$ cat config.mk
export PLATFORM = sky130hd
export DESIGN_NAME = http2_frame_header_scanner_unit
export DESIGN_NICKNAME = d
export VERILOG_FILES = /design/src/design/h2fhs_pkg.sv /design/src/design/http2_frame_header_scanner_unit.sv /design/src/design/h2fhs_front.sv /design/src/design/h2fhs_queue.sv /design/src/design/h2fhs_back.sv
export SDC_FILE = /design/constraint.sdc
export NUM_CORES = 1
export LEC_CHECK = 0
export ABC_AREA = 0
export CAP_MARGIN = 20
export CORE_MARGIN = 2
export CORE_UTILIZATION = 36
export CTS_CLUSTER_SIZE = 20
export DETAILED_ROUTE_END_ITERATION = 6
export DONT_BUFFER_PORTS = 1
export SYNTH_ARGS = -nofsm -noshare
export SYNTH_HDL_FRONTEND = slang
export SYNTH_SLANG_ARGS = --single-unit
$ cat constraint.sdc
create_clock -name clk -period 10.2 [get_ports clk]
set_input_delay 0.51 -clock clk [delete_from_list [all_inputs] [get_ports clk]]
set_output_delay 0.51 -clock clk [all_outputs]
set_load 0.05 [all_outputs]
$ cat src/design/h2fhs_pkg.sv
// Shared types, constants and helper functions for the HTTP/2 frame header scanner.
`default_nettype none

package h2fhs_pkg;

  localparam int PREFACE_BYTES = 24;
  localparam int OFFSET_BITS   = 32;
  localparam int QUEUE_DEPTH   = 4;
  localparam int HDR_BYTES     = 9;

  // record kinds
  localparam logic [1:0] KIND_PREFACE    = 2'd0;
  localparam logic [1:0] KIND_HEADER     = 2'd1;
  localparam logic [1:0] KIND_INCOMPLETE = 2'd2;

  // raw frame type codes on the wire
  localparam logic [7:0] FT_DATA          = 8'h00;
  localparam logic [7:0] FT_HEADERS       = 8'h01;
  localparam logic [7:0] FT_SETTINGS      = 8'h04;
  localparam logic [7:0] FT_PING          = 8'h06;
  localparam logic [7:0] FT_GOAWAY        = 8'h07;
  localparam logic [7:0] FT_WINDOW_UPDATE = 8'h08;

  // type classes as reported
  localparam logic [2:0] CLS_DATA          = 3'd0;
  localparam logic [2:0] CLS_HEADERS       = 3'd1;
  localparam logic [2:0] CLS_SETTINGS      = 3'd2;
  localparam logic [2:0] CLS_PING          = 3'd3;
  localparam logic [2:0] CLS_WINDOW_UPDATE = 3'd4;
  localparam logic [2:0] CLS_GOAWAY        = 3'd5;
  localparam logic [2:0] CLS_OTHER         = 3'd6;

  localparam logic [7:0] FLAG_END_STREAM  = 8'h01;
  localparam logic [7:0] FLAG_END_HEADERS = 8'h04;

  typedef struct packed {
    logic [1:0]  kind;
    logic [31:0] offset;
    logic [24:0] length;
    logic [2:0]  ftype;
    logic        es;
    logic        eh;
    logic [30:0] sid;
  } h2fhs_rec_t;

  // one queue entry: the records caused by one byte (one or two)
  typedef struct packed {
    h2fhs_rec_t rec0;
    h2fhs_rec_t rec1;
    logic       two;
  } h2fhs_entry_t;

  function automatic logic [7:0] preface_byte(input logic [4:0] idx);
    logic [7:0] v;
    unique case (idx)
      5'd0:  v = 8'h50;
      5'd1:  v = 8'h52;
      5'd2:  v = 8'h49;
      5'd3:  v = 8'h20;
      5'd4:  v = 8'h2A;
      5'd5:  v = 8'h20;
      5'd6:  v = 8'h48;
      5'd7:  v = 8'h54;
      5'd8:  v = 8'h54;
      5'd9:  v = 8'h50;
      5'd10: v = 8'h2F;
      5'd11: v = 8'h32;
      5'd12: v = 8'h2E;
      5'd13: v = 8'h30;
      5'd14: v = 8'h0D;
      5'd15: v = 8'h0A;
      5'd16: v = 8'h0D;
      5'd17: v = 8'h0A;
      5'd18: v = 8'h53;
      5'd19: v = 8'h4D;
      5'd20: v = 8'h0D;
      5'd21: v = 8'h0A;
      5'd22: v = 8'h0D;
      5'd23: v = 8'h0A;
      default: v = 8'h00;
    endcase
    return v;
  endfunction

  function automatic logic [2:0] type_class(input logic [7:0] t);
    logic [2:0] c;
    unique case (t)
      FT_DATA:          c = CLS_DATA;
      FT_HEADERS:       c = CLS_HEADERS;
      FT_SETTINGS:      c = CLS_SETTINGS;
      FT_PING:          c = CLS_PING;
      FT_WINDOW_UPDATE: c = CLS_WINDOW_UPDATE;
      FT_GOAWAY:        c = CLS_GOAWAY;
      default:          c = CLS_OTHER;
    endcase
    return c;
  endfunction

  // packed header: [30:0] stream, [31] end_headers, [32] end_stream,
  // [35:33] type class, [59:36] payload length
  function automatic h2fhs_rec_t header_rec(input logic [31:0] off, input logic [63:0] h);
    h2fhs_rec_t r;
    r.kind   = KIND_HEADER;
    r.offset = off;
    r.length = 25'(h[59:36]) + 25'(HDR_BYTES);
    r.ftype  = h[35:33];
    r.es     = h[32];
    r.eh     = h[31];
    r.sid    = h[30:0];
    return r;
  endfunction

  function automatic h2fhs_rec_t plain_rec(input logic [1:0] kind, input logic [31:0] off,
                                           input logic [24:0] len);
    h2fhs_rec_t r;
    r        = '0;
    r.kind   = kind;
    r.offset = off;
    r.length = len;
    return r;
  endfunction

endpackage

`default_nettype wire

$ cat src/design/http2_frame_header_scanner_unit.sv
// Top level of the HTTP/2 frame header scanner.
// Accepts one byte per cycle while the queue is not full; a byte's records go through the
// record queue to the output register. Output gives one record per cycle while out_ready is
// high; the record queue (QUEUE_DEPTH entries) absorbs two-record bytes and output stalls.
// Synchronous active-high reset empties the queue and output stage, zeroes the offset and
// re-arms the preface match; the same scanner restart follows every end-of-buffer byte.
`default_nettype none

module http2_frame_header_scanner_unit
  import h2fhs_pkg::*;
#(
  parameter int OFFSET_BITS = h2fhs_pkg::OFFSET_BITS,
  parameter int QUEUE_DEPTH = h2fhs_pkg::QUEUE_DEPTH
) (
  input  wire logic        clk,
  input  wire logic        rst,
  input  wire logic        in_valid,
  output logic             in_ready,
  input  wire logic [7:0]  data_byte,
  input  wire logic        end_of_buffer,
  output logic             out_valid,
  input  wire logic        out_ready,
  output logic [1:0]       record_kind,
  output logic [31:0]      frame_offset,
  output logic [24:0]      frame_length,
  output logic [2:0]       frame_type,
  output logic             end_stream,
  output logic             end_headers,
  output logic [30:0]      stream_number,
  output logic             last_record
);

  logic         q_full, q_push, q_pop, q_empty;
  h2fhs_entry_t q_in, q_head;
  h2fhs_rec_t   rec;

  h2fhs_front #(.OFFSET_BITS(OFFSET_BITS)) u_front (
    .clk           (clk),
    .rst           (rst),
    .data_byte     (data_byte),
    .end_of_buffer (end_of_buffer),
    .in_valid      (in_valid),
    .in_ready      (in_ready),
    .q_full        (q_full),
    .q_push        (q_push),
    .q_entry       (q_in)
  );

  h2fhs_queue #(.DEPTH(QUEUE_DEPTH)) u_queue (
    .clk        (clk),
    .rst        (rst),
    .push       (q_push),
    .push_entry (q_in),
    .full       (q_full),
    .pop        (q_pop),
    .head       (q_head),
    .empty      (q_empty)
  );

  h2fhs_back u_back (
    .clk       (clk),
    .rst       (rst),
    .head      (q_head),
    .empty     (q_empty),
    .pop       (q_pop),
    .out_valid (out_valid),
    .out_ready (out_ready),
    .out_rec   (rec),
    .out_last  (last_record)
  );

  assign record_kind   = rec.kind;
  assign frame_offset  = rec.offset;
  assign frame_length  = rec.length;
  assign frame_type    = rec.ftype;
  assign end_stream    = rec.es;
  assign end_headers   = rec.eh;
  assign stream_number = rec.sid;

endmodule

`default_nettype wire

$ cat src/design/h2fhs_front.sv
// Front end: byte acceptance, preface match, header capture and payload skip.
`default_nettype none

module h2fhs_front
  import h2fhs_pkg::*;
#(
  parameter int OFFSET_BITS = h2fhs_pkg::OFFSET_BITS
) (
  input  wire logic         clk,
  input  wire logic         rst,
  input  wire logic [7:0]   data_byte,
  input  wire logic         end_of_buffer,
  input  wire logic         in_valid,
  output logic              in_ready,
  input  wire logic         q_full,
  output logic              q_push,
  output h2fhs_entry_t      q_entry
);

  logic [OFFSET_BITS-1:0] pos, pos_next;
  logic [4:0]             pf_idx, pf_idx_next;
  logic                   pf_match, pf_match_next;
  logic [3:0]             hdr_cnt, hdr_cnt_next;
  logic [63:0]            cap, cap_next;
  logic [OFFSET_BITS-1:0] cur_off, cur_off_next;
  logic [23:0]            pay_rem, pay_rem_next;
  logic                   held, held_next;

  logic accept;

  assign in_ready = !q_full;
  assign accept   = in_valid && in_ready;

  always_comb begin
    logic        complete;
    logic        failed;
    logic        hdr_done;
    logic [63:0] new_hdr;
    logic [2:0]  cls;
    logic [7:0]  flg;
    logic        emit_held;
    logic        emit_new;
    logic        emit_inc;
    logic [31:0] off32;
    h2fhs_rec_t  rec_held;
    h2fhs_rec_t  rec_new;
    h2fhs_rec_t  rec_inc;

    complete      = 1'b0;
    failed        = 1'b0;
    hdr_done      = 1'b0;
    new_hdr       = '0;
    cls           = CLS_OTHER;
    flg           = '0;
    emit_held     = 1'b0;
    emit_new      = 1'b0;
    emit_inc      = 1'b0;
    rec_held      = '0;
    pos_next      = pos + 1'b1;
    pf_idx_next   = pf_idx;
    pf_match_next = pf_match;
    hdr_cnt_next  = hdr_cnt;
    cap_next      = cap;
    cur_off_next  = cur_off;
    pay_rem_next  = pay_rem;
    held_next     = held;
    q_push        = 1'b0;
    q_entry       = '0;

    if (pf_match) begin
      if (pf_idx < 5'(PREFACE_BYTES) && data_byte == preface_byte(pf_idx)) begin
        pf_idx_next = pf_idx + 5'd1;
        complete    = (pf_idx_next == 5'(PREFACE_BYTES));
      end else begin
        failed = 1'b1;
      end
      if (end_of_buffer && !complete) failed = 1'b1;
    end

    if (complete) begin
      pf_match_next = 1'b0;
      held_next     = 1'b0;
      hdr_cnt_next  = '0;
      pay_rem_next  = '0;
      cap_next      = '0;
      cur_off_next  = OFFSET_BITS'(PREFACE_BYTES);
    end else begin
      if (hdr_cnt == 4'd0 && pay_rem == 24'd0) cur_off_next = pos;
      if (hdr_cnt == 4'd0 && pay_rem != 24'd0) begin
        pay_rem_next = pay_rem - 24'd1;
      end else if (hdr_cnt < 4'd8) begin
        cap_next     = {cap[55:0], data_byte};
        hdr_cnt_next = hdr_cnt + 4'd1;
      end else begin
        cls = type_class(cap[39:32]);
        flg = cap[31:24];
        new_hdr[59:36] = cap[63:40];
        new_hdr[35:33] = cls;
        if (cls == CLS_DATA || cls == CLS_HEADERS) begin
          new_hdr[32] = |(flg & FLAG_END_STREAM);
          new_hdr[31] = |(flg & FLAG_END_HEADERS);
        end
        new_hdr[30:0] = {cap[22:0], data_byte};
        hdr_done      = 1'b1;
        hdr_cnt_next  = '0;
        pay_rem_next  = cap[63:40];
      end

      if (failed) begin
        pf_match_next = 1'b0;
        if (held) begin
          emit_held = 1'b1;
          held_next = 1'b0;
        end
      end

      // the held header reads the capture register as it stands after this byte
      rec_held = header_rec(32'd0, cap_next);

      if (hdr_done) begin
        if (pf_match_next) begin
          cap_next  = new_hdr;
          held_next = 1'b1;
        end else begin
          cap_next = '0;
          emit_new = 1'b1;
        end
      end

      emit_inc = end_of_buffer && !(emit_held && emit_new) &&
                 (hdr_cnt_next != 4'd0 || pay_rem_next != 24'd0);
    end

    off32   = 32'(cur_off_next);
    rec_new = header_rec(off32, new_hdr);
    rec_inc = plain_rec(KIND_INCOMPLETE, off32, 25'd0);

    if (complete) begin
      q_push        = 1'b1;
      q_entry.rec0  = plain_rec(KIND_PREFACE, 32'd0, 25'(PREFACE_BYTES));
    end else if (emit_held) begin
      q_push       = 1'b1;
      q_entry.rec0 = rec_held;
      if (emit_new) begin
        q_entry.rec1 = rec_new;
        q_entry.two  = 1'b1;
      end else if (emit_inc) begin
        q_entry.rec1 = rec_inc;
        q_entry.two  = 1'b1;
      end
    end else if (emit_new) begin
      q_push       = 1'b1;
      q_entry.rec0 = rec_new;
      if (emit_inc) begin
        q_entry.rec1 = rec_inc;
        q_entry.two  = 1'b1;
      end
    end else if (emit_inc) begin
      q_push       = 1'b1;
      q_entry.rec0 = rec_inc;
    end

    if (!accept) q_push = 1'b0;
  end

  always_ff @(posedge clk) begin
    if (rst || (accept && end_of_buffer)) begin
      pos      <= '0;
      pf_idx   <= '0;
      pf_match <= 1'b1;
      hdr_cnt  <= '0;
      cap      <= '0;
      cur_off  <= '0;
      pay_rem  <= '0;
      held     <= 1'b0;
    end else if (accept) begin
      pos      <= pos_next;
      pf_idx   <= pf_idx_next;
      pf_match <= pf_match_next;
      hdr_cnt  <= hdr_cnt_next;
      cap      <= cap_next;
      cur_off  <= cur_off_next;
      pay_rem  <= pay_rem_next;
      held     <= held_next;
    end
  end

endmodule

`default_nettype wire

$ cat src/design/h2fhs_queue.sv
// Short record queue between the scanning front end and the output back end.
`default_nettype none

module h2fhs_queue
  import h2fhs_pkg::*;
#(
  parameter int DEPTH = h2fhs_pkg::QUEUE_DEPTH
) (
  input  wire logic          clk,
  input  wire logic          rst,
  input  wire logic          push,
  input  wire h2fhs_entry_t  push_entry,
  output logic               full,
  input  wire logic          pop,
  output h2fhs_entry_t       head,
  output logic               empty
);

  localparam int PW = (DEPTH > 1) ? $clog2(DEPTH) : 1;
  localparam int CW = $clog2(DEPTH + 1);

  h2fhs_entry_t  store [DEPTH];
  logic [PW-1:0] wr_ptr, rd_ptr;
  logic [CW-1:0] count;
  logic          do_push, do_pop;

  assign full    = (count == CW'(DEPTH));
  assign empty   = (count == '0);
  assign head    = store[rd_ptr];
  assign do_push = push && !full;
  assign do_pop  = pop && !empty;

  always_ff @(posedge clk) begin
    if (do_push) store[wr_ptr] <= push_entry;
  end

  always_ff @(posedge clk) begin
    if (rst) begin
      wr_ptr <= '0;
      rd_ptr <= '0;
      count  <= '0;
    end else begin
      if (do_push) wr_ptr <= (wr_ptr == PW'(DEPTH - 1)) ? '0 : wr_ptr + 1'b1;
      if (do_pop)  rd_ptr <= (rd_ptr == PW'(DEPTH - 1)) ? '0 : rd_ptr + 1'b1;
      if (do_push && !do_pop)      count <= count + 1'b1;
      else if (do_pop && !do_push) count <= count - 1'b1;
    end
  end

endmodule

`default_nettype wire

$ cat src/design/h2fhs_back.sv
// Back end: splits queue entries into single records and drives the output register.
`default_nettype none

module h2fhs_back
  import h2fhs_pkg::*;
(
  input  wire logic          clk,
  input  wire logic          rst,
  input  wire h2fhs_entry_t  head,
  input  wire logic          empty,
  output logic               pop,
  output logic               out_valid,
  input  wire logic          out_ready,
  output h2fhs_rec_t         out_rec,
  output logic               out_last
);

  h2fhs_rec_t pend;
  logic       pend_valid;
  logic       can_load;

  assign can_load = !out_valid || out_ready;
  assign pop      = can_load && !pend_valid && !empty;

  always_ff @(posedge clk) begin
    if (rst) begin
      out_valid  <= 1'b0;
      pend_valid <= 1'b0;
    end else if (can_load) begin
      if (pend_valid) begin
        out_valid  <= 1'b1;
        out_rec    <= pend;
        out_last   <= 1'b1;
        pend_valid <= 1'b0;
      end else if (!empty) begin
        out_valid  <= 1'b1;
        out_rec    <= head.rec0;
        out_last   <= !head.two;
        pend       <= head.rec1;
        pend_valid <= head.two;
      end else begin
        out_valid <= 1'b0;
      end
    end
  end

endmodule

`default_nettype wire

## After elaboration in Yosys (flattened, before gate mapping)

Memory sizes are Yosys's and may differ from the RTL's. A register that Yosys moved wholly into a read port is not among the register bits.
Cells that the tools add are included.

- Flip-flop bits (word level): 363
- Bits in writable memories: 764
- Memory bits (read-only): 224
- Bits of input ports: 13
- Output and inout bits: 98
- Word-level logic and storage cells: 181
- Memories kept: 2

- $add $sub $neg: 10
- Order comparisons: 2
- Eq/ne operators: 13
- Multiplexer cells: 80
- Bitwise gates (word level): 3
- Reductions and logical operators: 42

Memories:

| memory | depth | width | rd ports | clocked after memory_dff | wr ports | line | source |
|---|---|---|---|---|---|---|---|
| u_queue.store | 4 | 191 | 1 | 1 | 1 | h2fhs_queue.sv:22 | `h2fhs_entry_t store [DEPTH];` |
| (no name shown) | 32 | 7 | 1 | 1 | 0 | h2fhs_pkg.sv:55 | `unique case (idx)` |

Operators with widths:

| kind | count |
|---|---|
| $mux 95 | 5 |
| $mux 96 | 4 |
| $mux 64 | 5 |
| $mux 60 | 4 |
| $mux 191 | 1 |
| $mux 24 | 4 |
| $mux 32 | 2 |
| $add 24x4->25 const B | 2 |
| $reduce_bool 24->1 | 2 |
| $mux 1 | 37 |
| $add 32x1->32 const B | 1 |
| $eq 8x3->1 const B | 3 |
| $logic_not 24->1 | 1 |
| $sub 24x1->24 const B | 1 |
| $pmux 3 s6 | 1 |
| $mux 4 | 4 |
| $logic_and 1x1->1 | 15 |
| $mux 3 | 5 |
| $mux 2 | 5 |
| $mux 5 | 2 |
| $logic_not 1->1 | 9 |
| $reduce_and 3->1 | 3 |
| $eq 8x1->1 const B | 1 |
| $eq 8x4->1 const B | 1 |
| 24 further kinds | 32 |

## Depth between registers and ports, before layout

Gate-level depths: netlist of the first run.

- Depth in word-level cells: 29
- Mapped depth: 17
- Mapped depth without buffers: 16

## Cells and area by module

Synthesis of the first run repeated with hierarchy kept, for this count alone.

- Cells, all modules: 3,330
- Area total of the unflattened synthesis: 48,509.0 um^2

By module, submodules not included:

| module | instances | cells each | area an instance (um^2) |
|---|---|---|---|
| h2fhs_queue | 1 | 1,047 | 28,058.2 |
| h2fhs_front | 1 | 1,973 | 13,457.9 |
| h2fhs_back | 1 | 310 | 6,993.0 |

## Least setup slack after synthesis of the first run

OpenSTA, ideal clock, no wires.

- Path type: reg2reg
- Start: register u_back.pend_valid
- End: register u_back.out_last (enable)
- Arrival: 7.474 ns
- Data required time: 9.531 ns
- Slack: 2.057 ns
- Stages on the path, launching flop included: 5
- Clock period less this slack: 8.143 ns
- Cells stage by stage: dfxtp_1 -> clkbuf_1 -> clkbuf_1 -> nor4_1 -> nor3_1

- Cells in the longest elaborated chain, start to end: 2

RTL lines:

| what | line | source |
|---|---|---|
| start, declared | h2fhs_back.sv:19 | `logic pend_valid;` |
| start signal, assigned | h2fhs_back.sv:40 | `pend_valid <= head.two;` |
| $ne 2x2->1 (no line) | - |  |
| $reduce_and 3->1 (no line) | - |  |
| end signal, assigned | h2fhs_back.sv:38 | `out_last <= !head.two;` |
| end, declared | h2fhs_back.sv:15 | `output logic out_last` |

Every way passes these cells.
A chain may end at the register's enable or synchronous reset.

## Final worst setup path of the first run

- Start: register u_front.pay_rem[6]
- End: memory u_queue.store[2][161] in the netlist's numbering (enable)

- Cells in the longest elaborated chain, start to end: 19
- Elaborated cells on any way between the ends: 29

RTL lines:

| what | line | source |
|---|---|---|
| start, declared | h2fhs_front.sv:26 | `logic [23:0] pay_rem, pay_rem_next;` |
| start signal, assigned | h2fhs_front.sv:183 | `pay_rem <= pay_rem_next;` |
| parallel branches: the longest is 12 deep, another holds $sub 24x1->24 | - |  |
| $mux 1 (*) | h2fhs_front.sv:151 | `end else if (emit_new) begin` |
| $mux 1 (*) | h2fhs_front.sv:141 | `end else if (emit_held) begin` |
| $mux 1 (*) | h2fhs_front.sv:138 | `if (complete) begin` |
| $mux 1 (*) | h2fhs_front.sv:163 | `if (!accept) q_push = 1'b0;` |
| $logic_and 1x1->1 (*) | h2fhs_queue.sv:30 | `assign do_push = push && !full;` |
| net u_queue.do_push | h2fhs_queue.sv:25 | `logic do_push, do_pop;` |
| $mux 1 (*) | h2fhs_queue.sv:34 | `if (do_push) store[wr_ptr] <= push_entry;` |
| $mux 1 (implied by the code) (*) | h2fhs_queue.sv:34 |  |
| end, declared | h2fhs_queue.sv:22 |  |

Mark *: on every way through the listed nets, which the timed path passes. The select of a mux whose other input is x is not followed.

==> summary.md, run 1 <==
| Metric | Value |
|---|---|
| Status | finished clean |
| Arrival time worst endpoint | 6360 ps |
| Yosys top cell by area | edfxtp_1 |
| Slew margin rel. | 28.6% |
| GP Congestion | 0.887 |
| Clock Path Buffers | 3 |
| Global route total overflow | 0 |
| Post-CTS repair timing setup buffer count | 0 |
| Max Fanout on Critical Path | 139 |
| Post-synthesis async set-or-reset flop share | 0% |
| CTS root buf | clkbuf_16 |
| Synth top cells by count | edfxtp_1 (955), nor2_1 (298), mux4_2 (192), dfxtp_1 (181), nand2_1 (143) |
| First-pass detailed-route iteration total | 6 |
| Share of cells above drive strength 1 | 18.0% |
| Vias in the first global route | 24951 |
| Worst Skew | 36.5 ps |
| YS warnings | 0 |
| Max layer used | met4 |
| WS Path Type | reg -> reg |
| # port buffers | 0 |
| Fmax | 0.166 GHz |
| Cell Int Power | 9.66 mW |
| Startpoint types | register |
| Worst Hold Class | in -> reg |
| Worst-Margin Slew | 1070 ps |
| Top cell type's share of synthesized area | 61.9% |
| Via count | 25107 |
| Most frequent CP cell | nor4_1 |
| Fillcell total | 11339 |
| CP bufs+invs | 1 |
| Non-Filler Instances | 4627 |
| Area growth syn-to-layout | 11.9% |
| Pwr Density | 287 mW/mm^2 |
| Combinational Power Share | 29.3% |
| Pleak | 16.2 nW |
| Initial antenna violation count | 1 |
| Placement Setup Slack | 4180 ps |
| Most numerous cell in the Yosys netlist | edfxtp_1 |
| Setup WS post-layout | 4170 ps |
| Synth top area cells | edfxtp_1 (62%), mux4_2 (9.3%), dfxtp_1 (7.8%) |
| Htree depth | 3 |
| Post-synthesis sequential area ratio | 69.8% |
| # diodes | 0 |
| Slowest stage cell, crit path | o21ai_2 |
| RSZ-0062 raised after global routing | false |
| Utilization after layout | 40.6% |
| Worst-path clk slew | 70 ps |
| Inst Count DP | 4415 |
| Syn_area_per_cell | 16.0 sq um |
| Fin. max-slew vios | 0 |
| Core Area | 0.128 sq mm |
| Vias per cell | 5.43 |
| Num rows | 131 |
| Clk_lat worst skew | 710 ps |
| Hold Startpoint | end_of_buffer |
| Ys flop type | edfxtp_1 |
| Final setup violation count | 0 |
| Die H | 363 um |
| Seq pwr share | 43.5% |
| Setup TNS | 0 ps |
| Sw Ratio | 35.0% |
| Post-DP HPWL | 61100 um |
| Maxcap violations | 0 |
| RR Startpoint | u_front.pay_rem[6] |
| Met2 WL | 50700 um |
| Req. time, crit path | 10530 ps |
| Worst stage delay on the critical path | 840 ps |
| Largest net degree at the start of global routing | 140 |
| Final hold vios | 0 |
| Initial Utilization | 36.3% |
| Metal3 WL | 4950 um |
| Wl on met1 | 47500 um |
| Cells after Synth | 2901 |
| Top Family by Delay on Critical Path | simple AND/OR/NAND/NOR gates |
| Crit path capture type | register |
| Psw | 5.21 mW |
| Clk sinks | 1136 |
| Post-Layout Inst Area | 0.0518 sq mm |
| Drt initial violations | 2271 |
| Synth cell types | 84 |
| Routed WL per cell | 22.8 um |
| Die ar. | 0.132 sq mm |
| Syn Nets | 2938 |
| DRT antenna net count | 0 |
| Layout Nets | 2909 |
| Peak supply drop | 0.301 mV |
| Register-to-register setup slack | 4170 ps |
| Period utilization | 59.2% |
| Synth Cell Area | 0.0463 sq mm |
| CTS tree | yes |
| Number of flops mapped to enable cells by yosys | 955 |
| Yosys reg bits | 1136 |
| Final wirelength | 105000 um |
| Placed instance area | 0.0481 sq mm |
| First-pass GRT wire length | 160000 um |
| Total CTS buffers | 108 |
| I/O pins | 111 |
| Die width | 363 um |
| Critical R2R Capture | u_queue.store[2][161] |
| Post-route minimum period | 6030 ps |
| GRT Total Usage | 15.8% |
| Hold path cells | 2 |
| Clock share of power | 27.2% |
| DR DRC count | 0 |
| Hold EP | u_front.pf_idx[1] |
| Worst Reg-to-Reg Cells | 10 |
| CP Cell Sequence | or4_1, or4_4, o21ai_2, nor4_1, o31ai_1, nor4_1, and4b_1, nor2_1, and2_4, buf_12 |
-- power groups by stage --
stage | registers (mW) | logic (mW) | clock network [mW]
after global routing | 6.52 | 4.68 | 4.32
after floorplan | 6.42 | 3.29 | 0
after CTS | 6.48 | 4.38 | 4.13
final | 6.47 | 4.36 | 4.05
after global placement | 6.56 | 4.39 | 0
after detailed placement | 6.57 | 4.36 | 0
-- layout by cell type (no fill, tap or decap), types with 20 or more instances in the layout --
cell type,n
edfxtp_1,955
nor2_1,295
mux4_2,192
dfxtp_1,177
nand2_1,141
clkbuf_16,111
mux2_2,98
a22oi_1,90
mux2i_1,69
a21oi_1,68
o21ai_0,51
and3_1,51
xor2_1,50
xnor2_1,43
nand3_1,39
buf_4,36
o22ai_1,34
a22o_1,33
nor3_1,30
nand4_1,25
inv_1,25
clkinv_2,24
ha_1,23
clkbuf_1,21
nand2b_1,20
-- sequential cells by signal, indices dropped and copies added (netlist names), named ones only --
signal and cells:
u_queue.store 764, u_front.pf_match 1, u_back.pend_valid 1, u_back.pend 95
u_front.pos 32, u_front.cap 64, u_front.cur_off 32, u_front.pf_idx 5
u_queue.wr_ptr 2, u_back.out_rec 95, u_back.out_valid 1, u_front.hdr_cnt 4
u_queue.count 3, u_front.held 1, u_back.out_last 1, u_front.pay_rem 24
u_queue.rd_ptr 2
-- per-stage QoR --
step | total power, mW | hold slack, ps
floorplan | 9.71 | 464
global placement | 10.9 | 487
detailed placement | 10.9 | 488
CTS | 15.0 | 2.15
global route | 15.5 | 29.4
finish | 14.9 | 58.4
-- area by class of cell --
| cell class | instances | area [sq um] | share of cell area (%) |
|---|---|---|---|
| Timing Repair Buffer | 50 | 460 | 0.889 |
| Clock inverter | 66 | 689 | 1.33 |
| Clock buffer | 137 | 2930 | 5.65 |
| Inverter | 28 | 105 | 0.203 |
| Sequential cell | 1136 | 32300 | 62.4 |
| Multi-Input combinational cell | 1548 | 13200 | 25.5 |
| Tap cell | 1662 | 2080 | 4.01 |
-- how the worst max path moves through the flow --
stage | cells past startpoint | slack (ps) | end | from
3_5_place_dp | 10 | 4180 | u_queue.store[3][64] | u_front.pay_rem[6]
3_3_place_gp | 10 | 4170 | u_queue.store[3][64] | u_front.pay_rem[6]
2_1_floorplan | 4 | 2060 | u_back.out_last | u_back.pend_valid
6_report | 10 | 4170 | u_queue.store[2][161] | u_front.pay_rem[6]
5_1_grt | 10 | 3810 | u_queue.store[0][124] | u_front.pay_rem[6]
4_1_cts | 10 | 4160 | u_queue.store[1][22] | u_front.pay_rem[6]
-- cells by family (layout without fill, tap and decap cells) --
| logic type | after synthesis | after routing | share of synthesized area [%] |
|---|---|---|---|
| and+or+nand+nor | 700 | 700 | 7.15 |
| muxes | 359 | 359 | 13.2 |
| adders and majority gates | 24 | 24 | 0.665 |
| AOI/OAI and AO/OA | 372 | 372 | 5.59 |
| buffers and inverters | 217 | 281 | 1.86 |
| DFF | 1136 | 1136 | 69.8 |
| xor gates and xnor gates | 93 | 93 | 1.76 |
-- per-layer routing --
metal / GRT usage, % / up-vias
met1: 22.2 / 13021
met2: 25.7 / 673
li1: - / 11281
met5: 0 / -
met3: 2.01 / 132
met4: 4.93 / 0
-- timing repair --
item,CTS,global route
resized for setup,0,0
endpoints found under the hold margin,22,0
hold buffers,9,0
Power figures use the tool's default switching activity.
==> run 2: changes to the inputs <==
- clock period: 10.2 -> 6.35 ns (I/O delays scaled with it)
==> summary.md, run 2 (synthesis gave the netlist of run 1 again) <==
| Metric | Value |
|---|---|
| Final setup violation count | 0 (unchanged) |
| GP Congestion | 0.943 (+6.2%) |
| Area occupied by multi-input gates | 0.0132 sq mm (about the same) |
| Peak supply drop | 0.482 mV (+60%) |
| Area growth syn-to-layout | 12.7% |
| CTS root buf | clkbuf_16 |
| RSZ-0062 raised after global routing | false |
| Startpoint types | register |
| Initial Utilization | 36.3% (unchanged) |
| Num rows | 131 (unchanged) |
| Die ar. | 0.132 sq mm (unchanged) |
| Worst Reg-to-Reg Cells | 11 (+1) |
| Htree depth | 3 (unchanged) |
| Fillcell total | 11360 (+0.19%) |
| DRT antenna net count | 0 (unchanged) |
| Maxcap violations | 0 (unchanged) |
| Post-DP HPWL | 65000 um (+6.2%) |
| Post-CTS repair timing setup buffer count | 0 (unchanged) |
| GRT Total Usage | 16.3% (+0.42 points) |
| Share of cells above drive strength 1 | 18.6% (+0.55 points) |
| Largest net degree at the start of global routing | 118 (-16%) |
| # port buffers | 0 (unchanged) |
| Total CTS buffers | 108 (unchanged) |
| Crit path capture type | register |
| Worst Skew | 31.7 ps (-4.73 ps) |
| CTS tree | yes |
| Arrival time worst endpoint | 5510 ps (-850 ps) |
| Layout Nets | 2937 (+0.96%) |
| Status | finished clean |
| First-pass detailed-route iteration total | 5 (-1) |
| Via count | 25330 (+0.89%) |
| Vias per cell | 5.44 (+0.22%) |
| Max reg flops | 764 (unchanged) |
| Setup TNS | 0 ps (unchanged) |
| Slew margin rel. | 31.4% (+2.8 points) |
| Largest Register | u_queue.store |
| Drt initial violations | 2362 (+4.0%) |
| I/O pins | 111 (unchanged) |
| Core Area | 0.128 sq mm (unchanged) |
| Clock Path Buffers | 3 (unchanged) |
| Req. time, crit path | 6710 ps (-3820 ps) |
| Vias in the first global route | 25044 (+0.37%) |
| Fmax | 0.195 GHz (+17%) |
| Die H | 363 um (unchanged) |
| Most common cell after layout, fill and taps aside | edfxtp_1 |
| FF+latch area | 0.0323 sq mm (unchanged) |
| Post-route minimum period | 5140 ps (-893 ps) |
| Clk sinks | 1136 (unchanged) |
| WS Path Type | reg -> reg |
| Worst-path clk slew | 60 ps (about the same) |
| CP Cell Sequence | or4_1, or4_4, o21ai_2, buf_4, nor4_1, o31ai_1, nor4_1, and4b_1, nor2_1, and2_4, buf_4 |
| Clk_lat worst skew | 720 ps (about the same) |
| Final wirelength | 108000 um (+2.8%) |
| DR DRC count | 0 (unchanged) |
| Inst Count DP | 4439 (+0.54%) |
| Max Fanout on Critical Path | 54 (-61%) |
| Hold path cells | 5 (+3) |
| Worst-Margin Slew | 1030 ps (-42.4 ps) |
| Routed WL per cell | 23.3 um (+2.2%) |
| Utilization after layout | 40.9% (+0.31 points) |
| Worst stage delay on the critical path | 830 ps (about the same) |
| Pleak | 16.4 nW (+1.2%) |
| Fin. max-slew vios | 0 (unchanged) |
| Post-cts gate resize count | 0 (unchanged) |
| Final hold vios | 0 (unchanged) |
| Top Registers | u_queue.store (764), u_back.out_rec (95), u_back.pend (95) |
| Period utilization | 81.0% (+22 points) |
| Initial antenna violation count | 2 (+1) |
| Non-Filler Instances | 4658 (+0.67%) |
| Commonest non-fill, non-tap cells in the layout | edfxtp_1 (955), nor2_1 (295), mux4_2 (192), dfxtp_1 (177), nand2_1 (141) |
| Die width | 363 um (unchanged) |
| Global route total overflow | 0 (unchanged) |
| First-pass GRT wire length | 163000 um (+2.1%) |
| Pwr Density | 463 mW/mm^2 (+61%) |
| Worst Hold Class | in -> reg |
| Hold-fix buffers, CTS | 13 (+4) |
| Placement Setup Slack | 1230 ps (-2940 ps) |
| Setup WS post-layout | 1210 ps (-2960 ps) |
| Slowest stage cell, crit path | and2_4 |
## run 2: changes by cell type in the layout (fill, tap and decap cells not counted), sizes merged
cell / delta
clkinvlp: -2
buf: +24
clkbuf: +11
clkinv: -10
diode: +1
inv: +3
dlygate4sd3: +4
## run 2: power by group
| part | switching, mW | internal (mW) | leakage, nW |
|---|---|---|---|
| Combinational | 4.43 | 2.83 | 4.62 |
| Sequential | 1.26 | 9.08 | 10.0 |
| Clock | 2.81 | 3.79 | 1.79 |
| Total | 8.49 | 15.7 | 16.4 |
## run 2: worst paths after layout
check                     startpoint                    end  slack (ps)
hold / removal          data_byte[1]      u_front.pf_idx[1]          80
hold reg to reg   u_front.cur_off[8]     u_front.cur_off[8]         510
setup / recovery  u_front.pay_rem[6]  u_queue.store[3][102]        1210
setup reg to reg  u_front.pay_rem[6]  u_queue.store[3][102]        1210
## run 2: layout make-up
| cell class | count | area share (%) |
|---|---|---|
| Clock inverter | 57 | 1.29 |
| Multi-Input combinational cell | 1548 | 25.3 |
| Antenna cell | 1 | 0.00479 |
| Clock buffer | 148 | 5.75 |
| Timing Repair Buffer | 78 | 1.50 |
| Tap cell | 1662 | 3.98 |
| Sequential cell | 1136 | 61.9 |
| Inverter | 28 | 0.201 |
## run 2: routing by layer
| metal | global-route usage (%) | part of all wire, % | vias to the layer above |
|---|---|---|---|
| met1 | 22.6 | 44 | 13105 |
| met2 | 26.8 | 49 | 736 |
| met3 | 2.45 | 5.1 | 130 |
| met5 | 0 | 0 | - |
| li1 | - | - | 11359 |
| met4 | 4.08 | 1.8 | 0 |
## run 2: worst max-delay path, delay by kind of cell, from the launching register on
kind | cells | cell delay [ps]
buf+inv | 2 | 800
simple gates | 7 | 3100
flops | 1 | 390
compound gates | 2 | 420
## run 2: through the flow
step / hold WS (ps) / area [sq um] / total power [mW]
2_1_floorplan: 421 / 46300 / 15.6
3_3_place_gp: 396 / 48400 / 17.8
3_5_place_dp: 395 / 48400 / 17.7
4_1_cts: 15.7 / 52200 / 24.4
5_1_grt: 75.9 / 52200 / 25.2
6_report: 78.3 / 52200 / 24.2
